## src/design/assert_macros.svh

```systemverilog
// ----------------------------------------------------------------------------
// assertion macros
// shared concurrent assertion forms for the event subscriber table
// ----------------------------------------------------------------------------
`ifndef ASSERT_MACROS_SVH
`define ASSERT_MACROS_SVH

// checked on every rising edge outside reset
`define EST_ASSERT(lbl, prop, msg) \
  lbl: assert property (@(posedge clk) disable iff (!rst_n) (prop)) else $error(msg);

// checked on every rising edge, reset included
`define EST_ASSERT_ALWAYS(lbl, prop, msg) \
  lbl: assert property (@(posedge clk) (prop)) else $error(msg);

`endif

```

## src/design/est_ram.sv

```systemverilog
// ----------------------------------------------------------------------------
// est_ram
// simple dual port ram, one write and one registered read per cycle
// ----------------------------------------------------------------------------
`default_nettype none

module est_ram #(
  parameter int DEPTH = 64,
  parameter int WIDTH = 8,
  localparam int AW   = (DEPTH > 1) ? $clog2(DEPTH) : 1
) (
  input  wire logic             clk,
  input  wire logic             we,
  input  wire logic [AW-1:0]    waddr,
  input  wire logic [WIDTH-1:0] wdata,
  input  wire logic [AW-1:0]    raddr,
  output      logic [WIDTH-1:0] rdata
);

  logic [WIDTH-1:0] mem [DEPTH];

  always_ff @(posedge clk) begin
    if (we) begin
      mem[waddr] <= wdata;
    end
    rdata <= mem[raddr];
  end

endmodule

`default_nettype wire

```

## config.mk

```make
export PLATFORM = sky130hd
export DESIGN_NAME = est_ram
export DESIGN_NICKNAME = d
export VERILOG_FILES = /design/src/design/assert_macros.svh /design/src/design/est_ram.sv
export SDC_FILE = /design/constraint.sdc
export NUM_CORES = 1
export LEC_CHECK = 0
export BUFFER_PORTS_ARGS = -buffer_cell sky130_fd_sc_hd__buf_2
export CAP_MARGIN = 10
export CORE_ASPECT_RATIO = 1.2
export CORE_UTILIZATION = 55
export DETAILED_ROUTE_END_ITERATION = 10
export PLACE_DENSITY = 0.8
export SETUP_SLACK_MARGIN = 0.3
export SLEW_MARGIN = 5
export SYNTH_ARGS = -nofsm -noshare
export SYNTH_HDL_FRONTEND = slang
export SYNTH_SLANG_ARGS = --single-unit
export TNS_END_PERCENT = 20
```

## constraint.sdc

```tcl
create_clock -name clk -period 3.8 [get_ports clk]
set_input_delay 0.76 -clock clk [delete_from_list [all_inputs] [get_ports clk]]
set_output_delay 0.76 -clock clk [all_outputs]
set_load 0.02 [all_outputs]
```

==> metrics, run 1 <==
CP startpoint kind primary input; vias 9768; row count 76; Period minus WS final 2.59 ns; Fin Setup TNS 0 ns; fillcell total approximately 2300; Initial Util about 56%; Hold Fails Final Rpt 0; PD cells around 510 nW/um^2; register area share after synthesis about 77%; Synth Register Bits 520; post-cts sizing count 0; outcome complete, no violations; Slew headroom 14.5%; Area Growth Syn to Fin 11.1%; Most used DFF post-synth edfxtp_1; max-cap violations 0; Sink Count 520; area of the die approximately 37000 um^2; worst hold path depth 3; Max clock buf depth 3; Post-Synth Adder-Cell Area 0%; first drt pass iteration count 5; Final ANT Viol Nets 0; H-tree Lvls 2; Highest Clock Rate 386 MHz; Synth Cell Area between 20000 and 25000 um^2; I/O Buffers 29; Root Driver clkbuf_16; Post-Synth XOR/XNOR Area 0%; share of layout cells above drive strength 1 a little over a quarter; CTS tree built; yosys warns 0; total CTS buffers 45; R2R Path Start mem[24][4]; Post-synth ARST share 0%; Synth Area in Compound Gates 2.07%; CP required roughly 4.2 ns; GRT Overall Usage between 20% and 30%; Worst-path clk slew about 0.07 ns; Skew-Pair Late Insertion Delay 0.56 ns; largest net degree at the start of global routing 65; pins over their slew limit 0; Post-route DRC 0; reg-to-reg setup timing slack ~1.7 ns; drt wl/cell roughly 29 um; DR iter-0 viols between 1000 and 1500; worst slew pin tran 1.28 ns; worst hold path class primary input to register; arrival time worst endpoint between 3 and 4 ns; die width ~180 um; vias in the first global route a little over 10000; Syn Nets 962; Simple-Gate Fraction of Synth Area 3.39%; hold path endpoint rdata[0]; first-pass GRT wire length 64.3 mm; hold path start raddr[5]; Setup crit end kind register; synth unique cells 40; Remaining Overflow, GRT 0; Peak supply drop 0.309 mV; CP max FO 39; multiplexer area fraction after synthesis between 10% and 20%; mean post-synth cell area 21.5 um^2; GP Congestion approximately 0.86; R2R depth 5; DP HPWL 25.7 mm; final setup fails 0; Via density 6.47; Leak Pwr between 7 and 8 nW; CTS Hold Bufs 0; nets just over 1000; RSZ-0062 raised after global routing no; Mapped Cells 940; initial antenna violation count 3; Die H between 200 and 250 um; Post-CTS Setup Inserts 0; worst r2r dst rdata[4]; skew final approximately 0.018 ns; largest family of logic cells by synthesized area multiplexers; Setup Crit Path Kind primary input to register; Routed WL between 40 and 50 mm; Final Cycle Share around two thirds; number of synthesized flops with an enable pin about 510; core area 36000 um^2; Ports 30; total power ~11 mW
==> power by group <==
part | total (mW) | switching (mW) | internal (mW) | leakage (nW)
clock network | 4.48 | 1.97 | 2.51 | 0.710
logic | 0.592 | 0.368 | 0.224 | 1.63
registers | 6.37 | 0.0204 | 6.35 | 4.67
total | 11.4 | 2.36 | 9.08 | 7.01
==> layer usage <==
layer / GRT usage, % / share of wire [%] / vias up
met2: 38.6 / 49 / 515
met4: 10.5 / 4.5 / 4
met1: 31.7 / 37 / 5068
met5: 0 / 0.053 / -
met3: 5.77 / 8.8 / 120
li1: - / - / 4061
==> state kept, by name (all words and copies together) (netlist names) <==
signal,flops
rdata,8
mem,512
==> worst max-delay path by stage <==
stage | slack (ns) | cells past startpoint | start | endpoint
after global routing | 1.15 | 6 | raddr[0] | rdata[7]
after CTS | 1.22 | 6 | raddr[0] | rdata[7]
final | 1.21 | 6 | raddr[0] | rdata[7]
after detailed placement | 0.68 | 6 | raddr[0] | rdata[7]
after floorplan | 1.37 | 7 | raddr[1] | rdata[3]
after global placement | 0.68 | 6 | raddr[0] | rdata[7]
==> critical path, cell delays in order <==
cell and delay, ns:
clkbuf_8 0.43, buf_12 0.30, mux4_2 0.55, mux4_2 0.51
o21ai_0 0.32, nand2_1 0.10
==> synthesized netlist by cell type (3+ instances only) <==
cell	instances	area share [%]
dfxtp_1	8	0.79
nor2b_1	14	0.43
a21oi_1	3	0.074
o2bb2ai_1	3	0.13
a211oi_1	4	0.15
o2111ai_1	3	0.13
nand3_1	13	0.32
clkbuf_1	17	0.32
nand3b_1	3	0.11
buf_1	4	0.074
o22ai_1	8	0.25
o221ai_1	8	0.35
a221oi_1	6	0.26
nor3_1	7	0.17
nand2_1	19	0.35
buf_2	11	0.27
mux2i_1	23	1.1
mux4_2	126	14
buf_4	13	0.48
a22oi_1	3	0.11
mux2_2	13	0.73
nand2b_1	7	0.22
nor2_1	83	1.5
edfxtp_1	512	76
buf_6	4	0.22
==> per-stage QoR <==
step                      cells  util (%)  hold WS [ns]  setup slack (ns)  instance area (um^2)
final                      1510      62.2         0.650              1.21                 22400
after global routing       1509      62.2         0.654              1.15                 22400
after CTS                  1508      62.1         0.629              1.22                 22400
after detailed placement   1424      58.1         0.801             0.676                 20900
after global placement     1424      58.1         0.790             0.680                 20900
after floorplan             940         -         0.718              1.37                 20200
==> cell type report <==
cell class | count | area (um^2) | area share (%)
diodes | 1 | 2.50 | 0.0112
clock buffers | 57 | 1230 | 5.50
clock inverters | 27 | 211 | 0.944
multi-input cells | 369 | 4320 | 19.3
flip-flops and latches | 520 | 15500 | 69.3
well taps | 468 | 586 | 2.61
repair buffers | 68 | 527 | 2.35
==> kinds of logic (layout without fill, tap and decap cells) <==
| family | Yosys count | in the layout |
|---|---|---|
| multiplexers | 162 | 162 |
| AND/OR/NAND/NOR | 153 | 153 |
| buffers and inverters | 51 | 152 |
| other | 0 | 1 |
| flip-flops | 520 | 520 |
| AO/OA/AOI/OAI | 54 | 54 |
==> cells in the final DEF, fill, tap and decap left out, drive strengths merged, types with 6 or more instances in the layout <==
master and count:
nor2b 14, mux2 13, buf 67, nor3 7, o221ai 8, mux4 126, nand2b 7, o22ai 8
nand2 19, mux2i 23, edfxtp 512, nand3 13, clkinv 20, clkbuf 58, a221oi 6, nor2 83
dfxtp 8
Note: power is estimated with default switching activity, not from simulation.
==> inputs of run 2 (changes only) <==
clock period = 2.4 ns   (was 3.8 ns; I/O delays follow)
==> metrics, run 2 (synthesis results as in run 1) <==
CP startpoint kind primary input (unchanged); Reg power frac 55.0% (was 55.6%); Setup Crit Path Kind primary input to register (unchanged); RSZ-0062 raised after global routing no (unchanged); GP Congestion 0.822 (was 0.863); design area 23400 um^2 (was 22400 um^2); Ports 30 (unchanged); total power 18.3 mW (was 11.4 mW); area of the multi-input gates 4320 um^2 (about the same); commonest non-fill, non-tap cell in the layout edfxtp_1 (unchanged); pins over their slew limit 0 (unchanged); vias 10305 (was 9768); most frequent cells in the layout edfxtp_1 (512), mux4_2 (126), buf_4 (125) (was edfxtp_1 (512), mux4_2 (126), nor2_1 (83)); post-layout util 64.8% (was 62.2%); Sink Count 520 (unchanged); skew final 0.0138 ns (was 0.0179 ns); GRT Overall Usage 25.3% (was 24.1%); first-pass GRT wire length 67.6 mm (was 64.3 mm); share of layout cells above drive strength 1 32.5% (was 26.6%); die width 177 um (unchanged); fillcell total 2176 (was 2305); Worst-path clk slew 0.07 ns (about the same); outcome complete, no violations (unchanged); sequential cell area 15500 um^2 (unchanged); Die H 212 um (unchanged); NetSw 3.71 mW (was 2.36 mW); Slew headroom 57.7% (was 14.5%); Setup crit end kind register (unchanged); Remaining Overflow, GRT 0 (unchanged); DR iter-0 viols 1297 (was 1026); arrival time worst endpoint 2.44 ns (was 3.02 ns); total CTS buffers 46 (was 45); Root Driver clkbuf_16 (unchanged); initial antenna violation count 4 (was 3); Finished Layout Cells 1612 (was 1510); nets 1129 (was 1026); Area after DPL 21900 um^2 (was 20900 um^2); Initial Util 56.0% (unchanged); Comb pwr share 5.7% (was 5.2%); Final Cycle Share between 80% and 90%; worst slew pin tran 0.634 ns (was 1.28 ns); H-tree Lvls 2 (unchanged); CP required 2.82 ns (was 4.23 ns); worst hold path class primary input to register (unchanged); delay of the slowest critical-path stage 0.51 ns (was 0.55 ns); DP HPWL 28.4 mm (was 25.7 mm); Placed Cells 1527 (was 1424); area of the die 37400 um^2 (unchanged); Area Growth Syn to Fin 15.8% (was 11.1%); Routed WL 45.5 mm (was 43.1 mm); Post-CTS Setup Inserts 0 (unchanged); final setup fails 0 (unchanged); Switching Share 20.2% (was 20.6%); Skew-Pair Late Insertion Delay 0.55 ns (was 0.56 ns); CP max FO 12 (was 39); Via density 6.39 (was 6.47); Highest Clock Rate just under 500 MHz; Max clock buf depth 3 (unchanged); Largest Register mem (unchanged); Clk pwr share 39.3% (was 39.2%); most used cell, CP mux4_2 (unchanged); Peak supply drop 0.543 mV (was 0.309 mV); row count 76 (unchanged); Final ANT Viol Nets 0 (unchanged); P_int 14.6 mW (was 9.08 mW); I/O Buffers 29 (unchanged); worst path buffer plus inverter count 3 (was 2); Period minus WS final 2.02 ns; max-cap violations 0 (unchanged); Hold Fails Final Rpt 0 (unchanged); max reg flops 512 (unchanged); Top Registers mem: 512 flops, rdata: 8 flops (unchanged); largest delay contributor family on the critical path multiplexers (unchanged); core area 36000 um^2 (unchanged); Slowest-stage cell, CP mux4_2 (unchanged); CTS tree built (unchanged); largest net degree at the start of global routing 65 (unchanged); first drt pass iteration count 5 (unchanged); worst-path cell chain clkbuf_8 > buf_12 > buf_4 > mux4_2 > mux4_2 > o21ai_1 > nand2_1 (was clkbuf_8 > buf_12 > mux4_2 > mux4_2 > o21ai_0 > nand2_1); PD cells 785 nW/um^2 (was 511 nW/um^2); CTS Hold Bufs 0 (unchanged); vias in the first global route 10586 (was 10109); drt wl/cell 28.2 um (was 28.5 um); Post-route DRC 0 (unchanged); Leak Pwr 7.60 nW (was 7.01 nW)
-- run 2: changes by cell type in the layout (fill, tap and decap cells not counted), moves of 2 or more --
cell and delta:
buf_4 +90, buf_12 +12, clkbuf_1 +6, clkbuf_16 +2, diode_2 +2, clkinv_2 -8
clkinvlp_4 -3
-- run 2: layout make-up --
type / count / area share, %
Timing Repair Buffer: 170 / 6.18
Multi-Input combinational cell: 369 / 18.5
Clock buffer: 66 / 5.65
Antenna cell: 3 / 0.0321
Sequential cell: 520 / 66.5
Tap cell: 468 / 2.51
Clock inverter: 16 / 0.637
-- run 2: worst reg2reg max path, cell delays in order (launching register included) --
cell      delay, ns
edfxtp_1       0.37
mux4_2         0.50
mux4_2         0.50
o21ai_1        0.36
nand2_1        0.11
-- run 2: worst paths after layout --
| check | from | slack [ns] | cells past startpoint | end |
|---|---|---|---|---|
| worst max-delay path | raddr[0] | 0.38 | 7 | rdata[7] |
| worst max register to register | mem[35][7] | 0.43 | 4 | rdata[7] |
| worst min-delay path | wdata[6] | 0.36 | 1 | mem[22][6] |
| worst min register to register | mem[18][1] | 0.82 | 4 | rdata[1] |
-- run 2: routing by layer --
layer  GRT usage (%)  up-vias  wire length, um
li1                -     4265                -
met4            10.9        2             1890
met3            5.24      113             4230
met2            42.5      625            23300
met5               0        -               11
met1            32.1     5300            16000
-- run 2: power by group through the flow --
| stage | Clock [mW] | Sequential, mW | Combinational, mW |
|---|---|---|---|
| CTS | 7.28 | 10.1 | 1.04 |
| finish | 7.20 | 10.1 | 1.05 |
| floorplan | 0 | 10.3 | 0.537 |
| global placement | 0 | 10.3 | 1.00 |
| detailed placement | 0 | 10.3 | 1.03 |
| global route | 7.59 | 10.1 | 1.10 |
-- run 2: stage by stage --
step                worst slack [ns]  hold WS, ns  TNS (ns)
floorplan                      0.312        0.579         0
global placement              -0.258        0.782    -0.459
detailed placement            -0.334        0.813    -0.740
CTS                            0.373        0.344         0
global route                   0.354        0.348         0
finish                         0.383        0.358         0
-- run 2: repair_timing --
action	in CTS	in global routing
cloned	0	0
resized for setup	1	1
pin swaps	0	0
setup endpoints to repair	1	1
